[src/tpsc_ram.sv]
`default_nettype none

module tpsc_ram #(
	parameter int WIDTH = 8,
	parameter int DEPTH = 16
) (
	input  wire logic                     clk,
	input  wire logic                     we,
	input  wire logic [$clog2(DEPTH)-1:0] waddr,
	input  wire logic [WIDTH-1:0]         wdata,
	input  wire logic [$clog2(DEPTH)-1:0] raddr_a,
	output      logic [WIDTH-1:0]         rdata_a,
	input  wire logic [$clog2(DEPTH)-1:0] raddr_b,
	output      logic [WIDTH-1:0]         rdata_b
);

	logic [WIDTH-1:0] mem [DEPTH];

	always_ff @(posedge clk) begin
		if (we) begin
			mem[waddr] <= wdata;
		end
		rdata_a <= mem[raddr_a];
		rdata_b <= mem[raddr_b];
	end

endmodule

`default_nettype wire

[config.mk]
export PLATFORM = sky130hd
export DESIGN_NAME = tpsc_ram
export DESIGN_NICKNAME = d
export VERILOG_FILES = /design/src/tpsc_ram.sv
export SDC_FILE = /design/constraint.sdc
export NUM_CORES = 1
export LEC_CHECK = 0
export ABC_AREA = 1
export BUFFER_PORTS_ARGS = -buffer_cell sky130_fd_sc_hd__buf_2
export CORE_MARGIN = 5
export CORE_UTILIZATION = 55
export DETAILED_ROUTE_END_ITERATION = 12
export GPL_TIMING_DRIVEN = 0
export PLACE_DENSITY = 0.76
export SYNTH_ARGS = -nofsm -noshare
export SYNTH_HDL_FRONTEND = slang
export SYNTH_SLANG_ARGS = --single-unit
[constraint.sdc]
create_clock -name clk -period 1.1 [get_ports clk]
set_input_delay 0.22 -clock clk [delete_from_list [all_inputs] [get_ports clk]]
set_output_delay 0.22 -clock clk [all_outputs]
set_load 0.05 [all_outputs]
==> summary.md <==
| Metric | Value |
|---|---|
| Unique cell type count in the Yosys netlist | 13 |
| CTS tree | built |
| Largest net degree at the start of global routing | 17 |
| Slew margin rel. | 0.5419 |
| Setup TNS | -2.505 ns |
| Die width | 124.9 um |
| Int Power | around 10000 uW |
| Top-area cell type share of the netlist area | 0.5295 |
| Met3 usage | 0.09520 |
| IO buf count | 31 |
| Worst-case reg-to-reg path depth | 6 |
| Endpoint, Worst Hold | mem[14][4] |
| DR iter-0 viols | approximately 1.2k |
| DRC | 0 |
| Antenna Diode Count | 0 |
| Min-Delay Path Depth | 1 |
| Met2 Track Usage GR | 0.4447 |
| Initial antenna violation count | 0 |
| Worst Hold Class | in2reg |
| EDFF count, synth | 128 |
| Most frequent cell after synthesis | nand2_1 |
| GRT overflow | 0 |
| Wirelength, routed | between 20000 and 25000 um |
| Clock Pin Slew Worst Setup and Hold Paths | about 0.06 ns |
| Clock Tree Root | clkbuf_16 |
| Final worst path period need | 1.186 ns |
| P per Cell Area | roughly 1600 nW/um^2 |
| Period utilization | 1.078 |
| Register-to-register setup slack | 0.01 ns |
| XOR/XNOR Fraction of Synth Area | 0 |
| Die Y | between 100 and 150 um |
| Area taken by multi-input logic gates | around 2400 um^2 |
| Top Usage Layer GRT | met2 |
| Routability Congestion | 1.028 |
| Status | complete, but fails checks |
| Grt met1 use | 0.3942 |
| Average cell area after synthesis | approximately 8.5 um^2 |
| Mux share of post-synthesis cell area | 0 |
| CP Capture Type | flop |
| Achievable frequency | 0.8429 GHz |
| P&R area growth vs syn | 17.75% |
| Largest family of logic cells by synthesized area | simple AND/OR/NAND/NOR gates |
| Compound-Gate Fraction of Synth Area | 0 |
| Post-Syn Area | between 7000 and 8000 um^2 |
| Row cnt | 42 |
| Core ar. | 13090 um^2 |
| Mapped Cells | 851 |
| Async S/R FF share, synth | 0 |
| Syn_nets | 873 |
| Gr usage total | 0.2990 |
| Final setup violation count | between 60 and 70 |
| Clock Power Share | 0.429 |
| Worst flop-to-flop path startpoint | mem[1][0] |
| P_sw | between 3000 and 4000 uW |
| Top_reg_cell synth | edfxtp_1 |
| Vias in the first global route | 5952 |
| Logic pwr share | 0.128 |
| Switch share | 0.2534 |
| IO Pins | 38 |
| Layout cells sized above 1 | 0.1751 |
| Setup crit start kind | input port |
| Filler Cells Inserted | about 1.0k |
| TritonCTS Sinks | between 100 and 150 |
| Cell taking the most area after synthesis | edfxtp_1 |
| Nets | between 900 and 1k |
| Hold WS | 0.2087 ns |
| LEAKAGE | 0.003847 uW |
| Failing checks | negative setup slack |
| Fin worst setup slack | -0.08633 ns |
| R2R Path End | rdata_a[0] |
| Clock latency on the worst-skew pair | between 0.4 and 0.5 ns |
| Hold Vio Cnt, Final | 0 |
| TritonCTS Buffers | 17 |
| Min-delay src | wdata[4] |
| WP data required | ~1.2 ns |
| Register Area | 4184 um^2 |
| Max Clock Skew | 0.008556 ns |
| Adder-cell share of the synthesized area | 0 |
| Sequential-to-total area share from yosys stat | 0.5736 |
| H-tree depth | 4 |
| DIE AREA | 15600 um^2 |
| Unrepaired setup endpoints after global routing | true |
| Top cells by count, synth | 277 x nand2_1, 225 x nand3_1, 134 x inv_1 |
| Setup Buffers After CTS | 0 |
| Synth Area in Simple Gates | 0.3092 |
| Number of max-cap violations | 0 |
| Peak VDD IR | 0.9324 mV |
| DPL Wire Length | between 15000 and 20000 um |
| First-pass GRT wire length | about 35000 um |
| Sequential share of power | 0.442 |
| Vias | 6420 |
| Top cells by area, synth | edfxtp_1 53%, nand3_1 16%, nand2_1 14%, inv_1 6.9%, dfxtp_1 4.4% |
| Critical path type | in2reg |
| ANT nets after route | 0 |
| Maximum fanout along the worst path | 8 |
| Initial core utilization | 0.5548 |
| DRT Pass-1 Iters | 6 |
| Avg WL per Cell | 21.36 um |
| CP arrival | approximately 1.3 ns |
| Register bit total from synthesis | about 140 |
| Synth warnings | 0 |
| Max Slew Vio Count | 0 |
| Post-DR vias/cell | between 5 and 6 |
| Slew @ Worst Pin | 0.6864 ns |
| Clock buffer depth | 2 |
-- how the worst max path moves through the flow --
stage / startpoint / endpoint / slack [ns]
2_1_floorplan: waddr[2] / mem[11][0] / -0.07
3_3_place_gp: waddr[2] / mem[10][0] / -0.72
3_5_place_dp: waddr[3] / mem[5][2] / -0.75
4_1_cts: waddr[3] / mem[6][3] / -0.26
5_1_grt: waddr[3] / mem[7][0] / -0.11
6_report: waddr[2] / mem[10][4] / -0.09
-- critical path, stage by stage --
cell	delay, ns
buf_2	0.12
nand3b_1	0.30
nor2_2	0.61
-- cells in the final DEF (no fill, tap or decap), drive strengths merged --
| cell | n |
|---|---|
| clkinvlp | 4 |
| nand3 | 225 |
| clkinv | 4 |
| inv | 140 |
| nor2 | 17 |
| buf | 75 |
| nand2 | 277 |
| nand3b | 2 |
| clkbuf | 22 |
| dfxtp | 16 |
| edfxtp | 128 |
| bufinv | 4 |
-- flip-flops by register name, indices dropped and copies added, names as in the netlist --
name,count
rdata_a,8
rdata_b,8
mem,128
-- per-layer routing --
layer  routed length, um  up-vias
met5                   0        -
met4                1117        0
met3                3399       98
met2               10190      584
li1                    -     2851
met1                8572     2887
-- final cells by class --
| class | instances | share of cell area |
|---|---|---|
| plain buffers | 48 | 0.03937 |
| clock buffers | 18 | 0.05020 |
| clock inverters | 14 | 0.02210 |
| inverters | 138 | 0.06060 |
| multi-input cells | 521 | 0.2769 |
| flip-flops and latches | 144 | 0.4895 |
| well taps | 176 | 0.02576 |
| repair buffers | 31 | 0.03557 |
-- per-stage QoR --
step | cells | power (uW) | area (um^2) | worst slack [ns] | util
2_1_floorplan | 851 | 7281 | 7272 | -0.07084 | -
3_3_place_gp | 1058 | 7810 | 7647 | -0.7167 | 0.5844
3_5_place_dp | 1058 | 7824 | 7647 | -0.7502 | 0.5844
4_1_cts | 1090 | 13900 | 8421 | -0.2646 | 0.6435
5_1_grt | 1090 | 14360 | 8548 | -0.1150 | 0.6533
6_report | 1090 | 14020 | 8548 | -0.08633 | 0.6533
-- power groups by stage --
stage | combinational [uW] | sequential (uW) | clock, uW
after floorplan | 774 | 6510 | 0
after global placement | 1550 | 6260 | 0
after detailed placement | 1560 | 6270 | 0
after CTS | 1670 | 6190 | 6040
after global routing | 1870 | 6210 | 6270
final | 1800 | 6200 | 6020
-- cell families (layout without fill, tap and decap cells) --
kind of cell  count (synthesis)  after routing
simple gates                521            521
flops                       144            144
buf+inv                     186            249
-- timing repair --
| item | in CTS | in global routing |
|---|---|---|
| resized for setup | 59 | 36 |
| hold buffers | 0 | 0 |
| endpoints found under the setup margin | 80 | 84 |
| pin swaps | 0 | 3 |
(Power assumes the default switching activity.)
